==> src/rtl/evt_pkg.sv <==
// Shared types and codes for the election vote tally block.
// Used by evt_ctrl, evt_datapath and election_vote_tally_top; no dependencies.
package evt_pkg;

  localparam int MAX_VOTERS = 16;
  localparam int IDX_W      = 4;
  localparam int CNT_W      = 5;
  localparam int TERM_W     = 32;

  // opcodes
  localparam logic [1:0] OP_RAW_VOTE = 2'd0;
  localparam logic [1:0] OP_RESPONSE = 2'd1;
  localparam logic [1:0] OP_CLEAR    = 2'd2;

  // vote values of a raw vote
  localparam logic [1:0] VOTE_UNKNOWN = 2'd0;
  localparam logic [1:0] VOTE_GRANTED = 2'd1;
  localparam logic [1:0] VOTE_DENIED  = 2'd2;

  // vote store entries (vote value plus one, zero = no vote)
  localparam logic [1:0] STORE_NONE = 2'd0;

  // result status codes
  localparam logic [2:0] ST_OK        = 3'd0;
  localparam logic [2:0] ST_DUPLICATE = 3'd1;
  localparam logic [2:0] ST_CONFLICT  = 3'd2;
  localparam logic [2:0] ST_TOO_MANY  = 3'd3;
  localparam logic [2:0] ST_UNKNOWN   = 3'd4;
  localparam logic [2:0] ST_IGNORED   = 3'd5;

  // latched decision codes
  localparam logic [1:0] DEC_NONE = 2'd0;
  localparam logic [1:0] DEC_WON  = 2'd1;
  localparam logic [1:0] DEC_LOST = 2'd2;

  // configuration register indexes
  localparam logic [1:0] CFG_VOTERS      = 2'd0;
  localparam logic [1:0] CFG_QUORUM      = 2'd1;
  localparam logic [1:0] CFG_TERM        = 2'd2;
  localparam logic [1:0] CFG_PREELECTION = 2'd3;

  // controller to datapath commands
  typedef struct packed {
    logic load;   // capture the input item
    logic exec;   // update the tally from the captured item
  } dp_cmd_t;

  typedef struct packed {
    logic [1:0]        opcode;
    logic [IDX_W-1:0]  voter_index;
    logic [1:0]        vote_value;
    logic              rpc_failed;
    logic              tablet_error;
    logic              id_mismatch;
    logic              peer_preelection;
    logic              vote_yes;
    logic [TERM_W-1:0] peer_term;
  } item_t;

  typedef struct packed {
    logic [2:0]        status;
    logic [1:0]        decision;
    logic              decided_now;
    logic              cancelled_by_term;
    logic [TERM_W-1:0] higher_term_seen;
    logic              preelection_unsupported;
    logic [CNT_W-1:0]  yes_count;
    logic [CNT_W-1:0]  no_count;
    logic              all_votes_in;
  } result_t;

endpackage

==> src/rtl/election_vote_tally_top.sv <==
// Top level of the election vote tally block.
// Instantiates evt_ctrl and evt_datapath; depends on evt_pkg.
//
// Vote tally for a leader election. An item is taken when start is high
// and busy is low; busy then stays high for one cycle while the tally is
// updated, so the block cannot take a new item while one is being updated
// (capture, then the single read-modify-write of the vote store and counters).
// The result of each item appears on the out_ ports for exactly one cycle with
// out_valid high: the cycle right after the busy cycle; a new item can be
// taken at the edge that ends it. The result is not held, and the receiver
// has no way to stall it, so it must sample out_valid every cycle. Every
// item, clear and ignored ones included, yields exactly one result.
// Configuration registers (0 voter count, 1 quorum size, 2 candidate term,
// 3 pre-election mode) are written through cfg_valid/cfg_ready, which is
// always ready; write them only while no item is in flight. The vote store
// is flip-flops cleared at once by reset or a clear item: no clearing pass.
module election_vote_tally_top (
  input  logic                       clk,
  input  logic                       rst_n,
  // item channel
  input  logic                       start,
  output logic                       busy,
  input  logic [1:0]                 in_opcode,
  input  logic [evt_pkg::IDX_W-1:0]  in_voter_index,
  input  logic [1:0]                 in_vote_value,
  input  logic                       in_rpc_failed,
  input  logic                       in_tablet_error,
  input  logic                       in_id_mismatch,
  input  logic                       in_peer_preelection,
  input  logic                       in_vote_yes,
  input  logic [evt_pkg::TERM_W-1:0] in_peer_term,
  // result channel
  output logic                       out_valid,
  output logic [2:0]                 out_status,
  output logic [1:0]                 out_decision,
  output logic                       out_decided_now,
  output logic                       out_cancelled_by_term,
  output logic [evt_pkg::TERM_W-1:0] out_higher_term_seen,
  output logic                       out_preelection_unsupported,
  output logic [evt_pkg::CNT_W-1:0]  out_yes_count,
  output logic [evt_pkg::CNT_W-1:0]  out_no_count,
  output logic                       out_all_votes_in,
  // configuration write channel
  input  logic                       cfg_valid,
  output logic                       cfg_ready,
  input  logic [1:0]                 cfg_index,
  input  logic [evt_pkg::TERM_W-1:0] cfg_data
);

  evt_pkg::dp_cmd_t cmd;
  evt_pkg::item_t   item;
  evt_pkg::result_t res;

  // config registers are plain flops, a write always lands
  assign cfg_ready = 1'b1;

  assign item.opcode           = in_opcode;
  assign item.voter_index      = in_voter_index;
  assign item.vote_value       = in_vote_value;
  assign item.rpc_failed       = in_rpc_failed;
  assign item.tablet_error     = in_tablet_error;
  assign item.id_mismatch      = in_id_mismatch;
  assign item.peer_preelection = in_peer_preelection;
  assign item.vote_yes         = in_vote_yes;
  assign item.peer_term        = in_peer_term;

  evt_ctrl u_ctrl (
    .clk   (clk),
    .rst_n (rst_n),
    .start (start),
    .busy  (busy),
    .cmd   (cmd)
  );

  evt_datapath u_dp (
    .clk       (clk),
    .rst_n     (rst_n),
    .cmd       (cmd),
    .item      (item),
    .cfg_we    (cfg_valid && cfg_ready),
    .cfg_index (cfg_index),
    .cfg_data  (cfg_data),
    .res_valid (out_valid),
    .res       (res)
  );

  assign out_status                  = res.status;
  assign out_decision                = res.decision;
  assign out_decided_now             = res.decided_now;
  assign out_cancelled_by_term       = res.cancelled_by_term;
  assign out_higher_term_seen        = res.higher_term_seen;
  assign out_preelection_unsupported = res.preelection_unsupported;
  assign out_yes_count               = res.yes_count;
  assign out_no_count                = res.no_count;
  assign out_all_votes_in            = res.all_votes_in;

endmodule

==> src/rtl/evt_ctrl.sv <==
// Controller of the election vote tally: two-state sequencer (capture, update).
// Depends on evt_pkg.
module evt_ctrl (
  input  logic             clk,
  input  logic             rst_n,
  input  logic             start,
  output logic             busy,
  output evt_pkg::dp_cmd_t cmd
);

  typedef enum logic [1:0] {
    S_IDLE = 2'b01,
    S_EXEC = 2'b10
  } state_t;

  state_t state_r;
  state_t state_nxt;

  always_comb begin
    state_nxt = state_r;
    unique case (state_r)
      S_IDLE: begin
        if (start) begin
          state_nxt = S_EXEC;
        end
      end
      S_EXEC: begin
        state_nxt = S_IDLE;
      end
      default: begin
        state_nxt = S_IDLE;
      end
    endcase
  end

  always_ff @(posedge clk) begin
    if (!rst_n) begin
      state_r <= S_IDLE;
    end else begin
      state_r <= state_nxt;
    end
  end

  assign busy     = (state_r == S_EXEC);
  assign cmd.load = start && (state_r == S_IDLE);
  assign cmd.exec = (state_r == S_EXEC);

  a_load_then_exec: assert property (@(posedge clk) disable iff (!rst_n)
    cmd.load |=> cmd.exec)
    else $error("captured item not executed next cycle");

  a_exec_one_cycle: assert property (@(posedge clk) disable iff (!rst_n)
    cmd.exec |=> !busy)
    else $error("update phase lasted more than one cycle");

  a_no_load_busy: assert property (@(posedge clk) disable iff (!rst_n)
    busy |-> !cmd.load)
    else $error("item captured while busy");

endmodule

==> src/rtl/evt_datapath.sv <==
// Datapath of the election vote tally: config registers, vote store, counters,
// decision latch and the registered result. Depends on evt_pkg.
module evt_datapath (
  input  logic                         clk,
  input  logic                         rst_n,
  input  evt_pkg::dp_cmd_t             cmd,
  input  evt_pkg::item_t               item,
  input  logic                         cfg_we,
  input  logic [1:0]                   cfg_index,
  input  logic [evt_pkg::TERM_W-1:0]   cfg_data,
  output logic                         res_valid,
  output evt_pkg::result_t             res
);

  // configuration
  logic [evt_pkg::CNT_W-1:0]  voters_r;
  logic [evt_pkg::CNT_W-1:0]  majority_r;
  logic [evt_pkg::TERM_W-1:0] elect_term_r;
  logic                       pre_mode_r;

  // captured item
  evt_pkg::item_t it_r;

  // tally state
  logic [1:0]                 store_r   [evt_pkg::MAX_VOTERS];
  logic [1:0]                 store_nxt [evt_pkg::MAX_VOTERS];
  logic [evt_pkg::CNT_W-1:0]  granted_r, granted_nxt;
  logic [evt_pkg::CNT_W-1:0]  denied_r, denied_nxt;
  logic [1:0]                 latched_r, latched_nxt;
  logic                       responded_r, responded_nxt;
  logic [evt_pkg::TERM_W-1:0] cancel_term_r, cancel_term_nxt;
  logic                       cancel_r, cancel_nxt;

  logic                       res_valid_r;
  evt_pkg::result_t           res_r, res_nxt;

  logic                       do_vote;
  logic                       do_denial;
  logic [1:0]                 vcode;
  logic [1:0]                 venc;
  logic [1:0]                 cur;
  logic [2:0]                 status;
  logic                       unsup;
  logic [1:0]                 verdict;
  logic                       now;
  logic [evt_pkg::CNT_W:0]    votes_sum;
  logic [evt_pkg::CNT_W:0]    loss_lhs;

  always_ff @(posedge clk) begin
    if (!rst_n) begin
      voters_r     <= evt_pkg::CNT_W'(1);
      majority_r   <= evt_pkg::CNT_W'(1);
      elect_term_r <= '0;
      pre_mode_r   <= 1'b0;
    end else if (cfg_we) begin
      unique case (cfg_index)
        evt_pkg::CFG_VOTERS:      voters_r     <= cfg_data[evt_pkg::CNT_W-1:0];
        evt_pkg::CFG_QUORUM:      majority_r   <= cfg_data[evt_pkg::CNT_W-1:0];
        evt_pkg::CFG_TERM:        elect_term_r <= cfg_data;
        evt_pkg::CFG_PREELECTION: pre_mode_r   <= cfg_data[0];
        default: begin
        end
      endcase
    end
  end

  always_ff @(posedge clk) begin
    if (cmd.load) begin
      it_r <= item;
    end
  end

  always_comb begin
    store_nxt       = store_r;
    granted_nxt     = granted_r;
    denied_nxt      = denied_r;
    latched_nxt     = latched_r;
    responded_nxt   = responded_r;
    cancel_term_nxt = cancel_term_r;
    cancel_nxt      = cancel_r;
    status          = evt_pkg::ST_OK;
    unsup           = 1'b0;
    do_vote         = 1'b0;
    do_denial       = 1'b0;
    vcode           = evt_pkg::VOTE_UNKNOWN;

    unique case (it_r.opcode)
      evt_pkg::OP_RAW_VOTE: begin
        do_vote = 1'b1;
        vcode   = (it_r.vote_value == 2'd3) ? evt_pkg::VOTE_UNKNOWN : it_r.vote_value;
      end
      evt_pkg::OP_RESPONSE: begin
        priority if (responded_r) begin
          status = evt_pkg::ST_IGNORED;
        end else if (it_r.rpc_failed || it_r.tablet_error || it_r.id_mismatch) begin
          do_vote = 1'b1;
          vcode   = evt_pkg::VOTE_DENIED;
        end else if (pre_mode_r && !it_r.peer_preelection) begin
          unsup     = 1'b1;
          do_denial = 1'b1;
        end else if (it_r.vote_yes) begin
          do_vote = 1'b1;
          vcode   = evt_pkg::VOTE_GRANTED;
        end else begin
          do_denial = 1'b1;
        end
      end
      evt_pkg::OP_CLEAR: begin
        store_nxt       = '{default: evt_pkg::STORE_NONE};
        granted_nxt     = '0;
        denied_nxt      = '0;
        latched_nxt     = evt_pkg::DEC_NONE;
        responded_nxt   = 1'b0;
        cancel_term_nxt = '0;
        cancel_nxt      = 1'b0;
      end
      default: begin
        status = evt_pkg::ST_IGNORED;
      end
    endcase

    // denial with a newer responder term cancels instead of voting
    if (do_denial) begin
      if (it_r.peer_term > elect_term_r) begin
        if (latched_r == evt_pkg::DEC_NONE) begin
          latched_nxt     = evt_pkg::DEC_LOST;
          cancel_term_nxt = it_r.peer_term;
          cancel_nxt      = 1'b1;
        end
      end else begin
        do_vote = 1'b1;
        vcode   = evt_pkg::VOTE_DENIED;
      end
    end

    venc      = vcode + 2'd1;
    cur       = store_r[it_r.voter_index];
    votes_sum = {1'b0, granted_r} + {1'b0, denied_r};
    if (do_vote) begin
      priority if (cur != evt_pkg::STORE_NONE) begin
        status = (cur == venc) ? evt_pkg::ST_DUPLICATE : evt_pkg::ST_CONFLICT;
      end else if (votes_sum >= {1'b0, voters_r}) begin
        status = evt_pkg::ST_TOO_MANY;
      end else begin
        store_nxt[it_r.voter_index] = venc;
        priority if (vcode == evt_pkg::VOTE_GRANTED) begin
          granted_nxt = granted_r + evt_pkg::CNT_W'(1);
        end else if (vcode == evt_pkg::VOTE_DENIED) begin
          denied_nxt = denied_r + evt_pkg::CNT_W'(1);
        end else begin
          status = evt_pkg::ST_UNKNOWN;
        end
      end
    end

    // win on majority; lose once denials exceed voters - quorum
    loss_lhs = {1'b0, denied_nxt} + {1'b0, majority_r};
    priority if (granted_nxt >= majority_r) begin
      verdict = evt_pkg::DEC_WON;
    end else if (loss_lhs > {1'b0, voters_r}) begin
      verdict = evt_pkg::DEC_LOST;
    end else begin
      verdict = evt_pkg::DEC_NONE;
    end
    if (latched_nxt == evt_pkg::DEC_NONE) begin
      latched_nxt = verdict;
    end
    now = 1'b0;
    if (latched_nxt != evt_pkg::DEC_NONE && !responded_nxt) begin
      responded_nxt = 1'b1;
      now           = 1'b1;
    end

    res_nxt.status                  = status;
    res_nxt.decision                = latched_nxt;
    res_nxt.decided_now             = now;
    res_nxt.cancelled_by_term       = cancel_nxt;
    res_nxt.higher_term_seen        = cancel_term_nxt;
    res_nxt.preelection_unsupported = unsup;
    res_nxt.yes_count               = granted_nxt;
    res_nxt.no_count                = denied_nxt;
    res_nxt.all_votes_in            =
      (({1'b0, granted_nxt} + {1'b0, denied_nxt}) == {1'b0, voters_r});
  end

  always_ff @(posedge clk) begin
    if (!rst_n) begin
      store_r       <= '{default: evt_pkg::STORE_NONE};
      granted_r     <= '0;
      denied_r      <= '0;
      latched_r     <= evt_pkg::DEC_NONE;
      responded_r   <= 1'b0;
      cancel_term_r <= '0;
      cancel_r      <= 1'b0;
      res_valid_r   <= 1'b0;
    end else begin
      res_valid_r <= cmd.exec;
      if (cmd.exec) begin
        store_r       <= store_nxt;
        granted_r     <= granted_nxt;
        denied_r      <= denied_nxt;
        latched_r     <= latched_nxt;
        responded_r   <= responded_nxt;
        cancel_term_r <= cancel_term_nxt;
        cancel_r      <= cancel_nxt;
      end
    end
  end

  always_ff @(posedge clk) begin
    if (cmd.exec) begin
      res_r <= res_nxt;
    end
  end

  assign res_valid = res_valid_r;
  assign res       = res_r;

  a_valid_after_exec: assert property (@(posedge clk) disable iff (!rst_n)
    res_valid_r |-> $past(cmd.exec))
    else $error("result strobe without an update cycle");

  a_now_has_decision: assert property (@(posedge clk) disable iff (!rst_n)
    (res_valid_r && res_r.decided_now) |-> (res_r.decision != evt_pkg::DEC_NONE))
    else $error("decided_now reported with no decision");

  a_cancel_is_loss: assert property (@(posedge clk) disable iff (!rst_n)
    cancel_r |-> (latched_r == evt_pkg::DEC_LOST))
    else $error("cancelled election not latched as lost");

  a_decision_sticks: assert property (@(posedge clk) disable iff (!rst_n)
    (cmd.exec && it_r.opcode != evt_pkg::OP_CLEAR && latched_r != evt_pkg::DEC_NONE)
      |=> (latched_r == $past(latched_r)))
    else $error("latched decision changed without a clear");

endmodule

==> config.mk <==
export PLATFORM = sky130hd
export DESIGN_NAME = election_vote_tally_top
export DESIGN_NICKNAME = d
export VERILOG_FILES = /design/src/rtl/evt_pkg.sv /design/src/rtl/election_vote_tally_top.sv /design/src/rtl/evt_ctrl.sv /design/src/rtl/evt_datapath.sv
export SDC_FILE = /design/constraint.sdc
export NUM_CORES = 1
export LEC_CHECK = 0
export ABC_AREA = 1
export BUFFER_PORTS_ARGS = -buffer_cell sky130_fd_sc_hd__buf_4
export CORE_MARGIN = 2
export CORE_UTILIZATION = 54
export CTS_CLUSTER_DIAMETER = 50
export CTS_CLUSTER_SIZE = 24
export DETAILED_ROUTE_END_ITERATION = 8
export PLACE_DENSITY = 0.77
export SLEW_MARGIN = 30
export SYNTH_ARGS = -nofsm -noshare
export SYNTH_HDL_FRONTEND = slang
export SYNTH_SLANG_ARGS = --single-unit
==> constraint.sdc <==
create_clock -name clk -period 4.8 [get_ports clk]
set_input_delay 0.72 -clock clk [delete_from_list [all_inputs] [get_ports clk]]
set_output_delay 0.72 -clock clk [all_outputs]
set_load 0.05 [all_outputs]
==> results.py, run 1 <==
metrics = {
    "critical_path": {
        "cp.required_ns": 5.10,
        "slowest_delay_ns": 0.44,
        "slowest_stage": "edfxtp_1",
        "cp-start-kind": "register",
        "worstPathMaxFanout": 6,
        "crit_top_cell": "nand2_1",
        "arrival_ns": 5.03,
        "worstSetupEndpointType": "register",
        "worst-setup-path-type": "register to register",
    },
    "global_routing": {
        "antenna_found_initial": 0,
        "grt_use_total_pct": 26.4,
        "grt_pass1_vias": 10900,
        "grt-ovfl-total": 0,
        "grt_pass1_wl_mm": 52.3,
        "grt_max_degree": 81,
    },
    "synth": {
        "synth_seq_area_share_pct": 42.5,
        "synth-edff-count": 96,
        "yosysMostFrequentCell": "nand2_1",
        "yosysTopAreaCell": "edfxtp_1",
        "synth.net_count": 1923,
        "syn_avg_cell_area_um2": 7.13,
        "ys_dominant_reg_cell": "dfxtp_1",
        "yosys_warnings": 0,
        "synthTopCellsByCount": "nand2_1, inv_1, o21ai_0",
        "syn_inst": 1770,
        "syn_area_mm2": 0.0126,
        "synthArstFlopShare_pct": 0,
        "ys_seq_elements": 220,
        "synth_top_area_share_pct": 22.8,
        "yosysUniqueCellTypes": 42,
        "ys_top_cells_by_area": "edfxtp_1, dfxtp_1, nand2_1",
    },
    "place": {
        "place_area_mm2": 0.0140,
        "dp_slack_ns": -0.154,
        "portBuffers": 135,
        "dpl.hpwl_mm": 21.6,
        "place_inst": 2171,
        "gp_congestion": 0.892,
    },
    "routing": {
        "drtAntennaViolNets": 0,
        "wirelength_mm": 33.1,
        "vias": 11900,
        "via_per_inst": 5.33,
        "post_drt_wl_per_cell_um": 14.9,
        "dr.pass1.iters": 6,
        "drtIter0Drc": 1017,
        "drcViolationCount": 0,
    },
    "run_status": {
        "outcome": "completed",
    },
    "sta": {
        "tightest_slew_ns": 0.927,
        "fin_crit_ns": 4.73,
        "final.setup.tns_ns": 0,
        "rsz0062_at_grt": "yes",
        "fin_ws_ns": 0.0703,
        "drv_slew": 0,
        "timing.fmax_ghz": 0.211,
        "setup_viol": 0,
        "hold_viol_final": 0,
        "period_share_pct": 98.5,
        "relSlewSlack_pct": 38.1,
        "whs_ns": 0.345,
        "finClkSkew_ns": 0.0202,
    },
    "power": {
        "p_per_area_mw_per_mm2": 334,
        "leakagePower_nw": 7.03,
        "power_mw": 5.08,
        "vdd_ir_drop_max_mv": 0.343,
    },
    "die": {
        "coreArea_mm2": 0.0228,
        "rows": 55,
        "dieArea_mm2": 0.0246,
        "start_util_pct": 55.4,
        "die_w_um": 157,
        "io_pins": 137,
        "die_y_um": 157,
    },
    "cells_and_area": {
        "fin_area_mm2": 0.0152,
        "fin_cells": 2227,
        "fillerInstances": 1916,
        "seq_area_mm2": 0.00537,
        "fin_nets": 2049,
        "post-route-util_pct": 66.8,
        "multiInputGateArea_mm2": 0.00620,
        "n_antenna_cell": 0,
        "drive_above_1_share_pct": 15.2,
        "area_growth_pct": 20.6,
    },
    "clock_tree": {
        "cts.sinks": 220,
        "hold_buffers": 0,
        "cts_buffers": 25,
        "clkTransAtPathRegs_ns": 0.09,
        "clockBufferDepth": 3,
        "cts_tree": "done",
        "clk_latency_ns": 0.54,
        "cts-root-buf": "clkbuf_16",
        "cts_max_level": 1,
    },
    "job": {
        "maxCapViolations": 0,
    },
    "worst_hold_path": {
        "hold_path.class": "input pin to register",
    },
}
-- where the power goes --
group / switching (mW) / internal (mW)
logic: 0.594 / 0.353
registers: 0.0342 / 2.03
clock network: 1.00 / 1.07
-- area by class of cell --
class	instances	share of cell area [%]
clock buffers	25	4.11
clock inverters	20	2.01
inverters	250	6.18
multi-input cells	1214	40.7
flip-flops and latches	220	35.2
well taps	313	2.57
repair buffers	185	9.20
-- routing by layer --
metal  global-route usage [%]  share of wire (%)
met4                     8.61                2.6
met3                     3.21                6.5
met5                        0                  0
met2                     45.8                 49
met1                     34.1                 42
-- timing repair --
item / in CTS / in global routing
setup buffers: 4 / 7
resized for setup: 18 / 39
pin swaps: 12 / 36
setup endpoints to repair: 4 / 5
-- layout by cell type (no fill, tap or decap), drive strengths merged, types with 3 or more instances in the layout --
master / count
xnor2: 4
ha: 67
clkbuf: 25
nand2: 565
fa: 3
edfxtp: 96
a21oi: 149
inv: 259
o21ai: 201
clkinv: 10
buf: 185
dfxtp: 124
nand4: 6
o21a: 3
o22ai: 8
xor2: 9
nor2: 106
nand3: 76
-- critical path: cells and delay by family (launching register included) --
kind | cells | cell delay, ns
AO/OA/AOI/OAI | 7 | 0.88
AND/OR/NAND/NOR | 20 | 1.65
XOR/XNOR | 1 | 0.21
adder cells (fa/ha/maj) | 4 | 1.06
buffers and inverters | 3 | 0.23
flip-flops | 1 | 0.44
-- path summary, 6_finish.rpt --
check / startpoint / to / slack, ns / depth (start not counted)
worst max-delay path: u_dp.it_r[31]$_DFFE_PP_ / u_dp.res[45]$_DFFE_PP_ / 0.07 / 35
worst min-delay path: in_peer_term[23] / u_dp.it_r[23]$_DFFE_PP_ / 0.34 / 1
worst max register to register: u_dp.it_r[31]$_DFFE_PP_ / u_dp.res[45]$_DFFE_PP_ / 0.07 / 35
worst min register to register: u_dp.elect_term_r[10]$_SDFFE_PN0P_ / u_dp.elect_term_r[10]$_SDFFE_PN0P_ / 0.46 / 2
-- cell families (layout without fill, tap and decap cells) --
kind of cell,after synthesis,count (layout),synth area share [%]
AOI/OAI and AO/OA,370,370,15.0
other,1,1,0.0297
and+or+nand+nor,758,758,23.7
adders and majority gates,70,70,7.12
buffers and inverters,336,480,10.5
DFF,220,220,42.5
muxes,2,2,0.159
xor gates and xnor gates,13,13,0.902
-- state kept, by name, summed over array words and instances (netlist names), 5 cells and up --
signal	count
u_dp.store_r	32
u_dp.majority_r	5
u_dp.granted_r	5
u_dp.cancel_term_r	32
u_dp.res	51
u_dp.elect_term_r	32
u_dp.denied_r	5
u_dp.voters_r	5
u_dp.it_r	45
No activity file was read; power rests on OpenSTA's default activity.
==> run 2, diff against run 1 <==
--- a/config.mk
+++ b/config.mk
@@ -12,6 +12,7 @@
 export CTS_CLUSTER_DIAMETER = 50
 export CTS_CLUSTER_SIZE = 24
 export DETAILED_ROUTE_END_ITERATION = 8
+export GPL_TIMING_DRIVEN = 0
 export PLACE_DENSITY = 0.77
 export SLEW_MARGIN = 30
 export SYNTH_ARGS = -nofsm -noshare
==> results.py, run 2 (synthesis results as in run 1) <==
metrics = {
    "run_status": {
        "outcome": "finished, violations left",
        "violations": "negative setup slack",
    },
    "sta": {
        "timing.fmax_ghz": 0.201,
        "fin_crit_ns": 4.98,
        "drv_slew": 0,
        "setup_viol": 4,
        "whs_ns": 0.330,
        "relSlewSlack_pct": 49.1,
        "finClkSkew_ns": 0.0291,
        "rsz0062_at_grt": "yes",
        "tightest_slew_ns": 0.763,
        "period_share_pct": 104,
        "fin_ws_ns": -0.179,
        "hold_viol_final": 0,
    },
    "critical_path": {
        "worstSetupEndpointType": "register",
        "slowest_stage": "edfxtp_1",
        "worstPathMaxFanout": 5,
        "arrival_ns": 5.28,
        "crit_top_cell": "nand2_1",
        "worst-setup-path-type": "register to register",
        "slowest_delay_ns": 0.41,
        "cp-start-kind": "register",
        "cp.required_ns": 5.10,
    },
    "power": {
        "p_int_mw": 3.73,
        "vdd_ir_drop_max_mv": 0.265,
        "p_seq_share_pct": 38.9,
        "net-switching-power_mw": 1.57,
        "p_clk_share_pct": 41.1,
        "combPwrFrac_pct": 20.0,
        "switching_share_pct": 29.6,
        "leakagePower_nw": 7.20,
        "p_per_area_mw_per_mm2": 338,
    },
    "cells_and_area": {
        "layout_commonest_cell": "nand2_1",
        "area_growth_pct": 24.4,
        "post-route-util_pct": 68.9,
        "fin_nets": 2117,
        "n_antenna_cell": 0,
        "drive_above_1_share_pct": 16.2,
        "largest_register_ffs": 51,
        "final_cell_mix": "nand2_1, inv_1, o21ai_0",
    },
    "routing": {
        "vias": 12600,
        "via_per_inst": 5.48,
        "post_drt_wl_per_cell_um": 16.3,
        "drcViolationCount": 0,
        "dr.pass1.iters": 6,
        "drtIter0Drc": 1215,
        "wirelength_mm": 37.4,
        "drtAntennaViolNets": 0,
    },
    "global_routing": {
        "grt_max_degree": 36,
        "antenna_found_initial": 0,
        "grt_pass1_vias": 11600,
        "grt_pass1_wl_mm": 57.9,
        "grt_use_total_pct": 29.6,
        "grt-ovfl-total": 0,
    },
    "worst_hold_path": {
        "hold_path.class": "input pin to register",
    },
    "clock_tree": {
        "cts_buffers": 26,
        "cts_tree": "done",
        "cts.sinks": 220,
        "hold_buffers": 0,
        "clkTransAtPathRegs_ns": 0.07,
        "cts_max_level": 1,
        "cts-root-buf": "clkbuf_16",
        "clk_latency_ns": 0.56,
        "clockBufferDepth": 3,
    },
    "job": {
        "maxCapViolations": 0,
    },
    "die": {
        "dieArea_mm2": 0.0246,
        "die_w_um": 157,
        "rows": 55,
        "coreArea_mm2": 0.0228,
        "start_util_pct": 55.4,
        "io_pins": 137,
        "die_y_um": 157,
    },
    "place": {
        "dpl.hpwl_mm": 26.0,
        "portBuffers": 135,
        "gp_congestion": 0.982,
    },
}
## run 2: cell types whose count changed in the layout (fill, tap and decap cells not counted), sizes merged
cell,change
buf,+15
inv,-7
clkinv,-2
bufinv,+5
clkbuf,+54
clkinvlp,+5
## run 2: final cells by class
type | instances | area [um^2]
sequential | 220 | 5370
tap | 313 | 392
multi-input combinational | 1214 | 6280
timing repair buffer | 167 | 1310
clock buffer | 27 | 664
inverter | 250 | 946
buffer | 85 | 439
fill | 1869 | 7080
clock inverter | 21 | 295
## run 2: worst max-delay path, delay by kind of cell (launching register included)
family,cells,cell delay [ns]
buf+inv,9,0.72
compound gates,6,0.54
flops,1,0.41
simple gates,17,1.58
fa+ha+maj,5,1.33
xor+xnor,1,0.12
## run 2: path summary, 6_finish.rpt
path                                         to                                from  slack (ns)  cells after the start
max reg2reg              u_dp.res[45]$_DFFE_PP_             u_dp.it_r[26]$_DFFE_PP_       -0.18                     38
min reg2reg  u_dp.elect_term_r[13]$_SDFFE_PN0P_  u_dp.elect_term_r[13]$_SDFFE_PN0P_        0.46                      2
min                      u_dp.it_r[5]$_DFFE_PP_                     in_peer_term[5]        0.33                      1
max                      u_dp.res[45]$_DFFE_PP_             u_dp.it_r[26]$_DFFE_PP_       -0.18                     38
## run 2: repair_timing
action / in CTS / in global routing
resized for setup: 55 / 46
buffers inserted: 19 / 10
gates cloned: 0 / 0
pin swaps: 24 / 24
setup endpoints to repair: 5 / 5
## run 2: through the flow
stage | setup slack [ns] | std cells | instance area [um^2] | power [mW] | TNS, ns
2_1_floorplan | 0.00646 | 1770 | 12600 | 2.68 | 0
3_3_place_gp | -0.949 | 2218 | 14000 | 2.94 | -3.70
3_5_place_dp | -1.08 | 2221 | 14100 | 2.97 | -4.30
4_1_cts | -0.258 | 2287 | 15400 | 5.22 | -0.732
5_1_grt | -0.481 | 2297 | 15700 | 5.50 | -1.77
6_report | -0.179 | 2297 | 15700 | 5.30 | -0.532
## run 2: power groups by stage
| stage | Combinational (mW) | Clock [mW] | Sequential [mW] |
|---|---|---|---|
| after floorplan | 0.577 | 0 | 2.11 |
| after global placement | 0.831 | 0 | 2.10 |
| after detailed placement | 0.872 | 0 | 2.10 |
| after CTS | 0.961 | 2.19 | 2.06 |
| after global routing | 1.17 | 2.26 | 2.07 |
| final | 1.06 | 2.18 | 2.06 |
## run 2: per-layer routing
layer / vias up / global-route usage, % / part of all wire [%]
met4: 0 / 12.4 / 3.9
met5: - / 0 / 0
li1: 6080 / - / -
met3: 98 / 4.49 / 8.2
met1: 5832 / 38.5 / 41
met2: 571 / 49.3 / 47
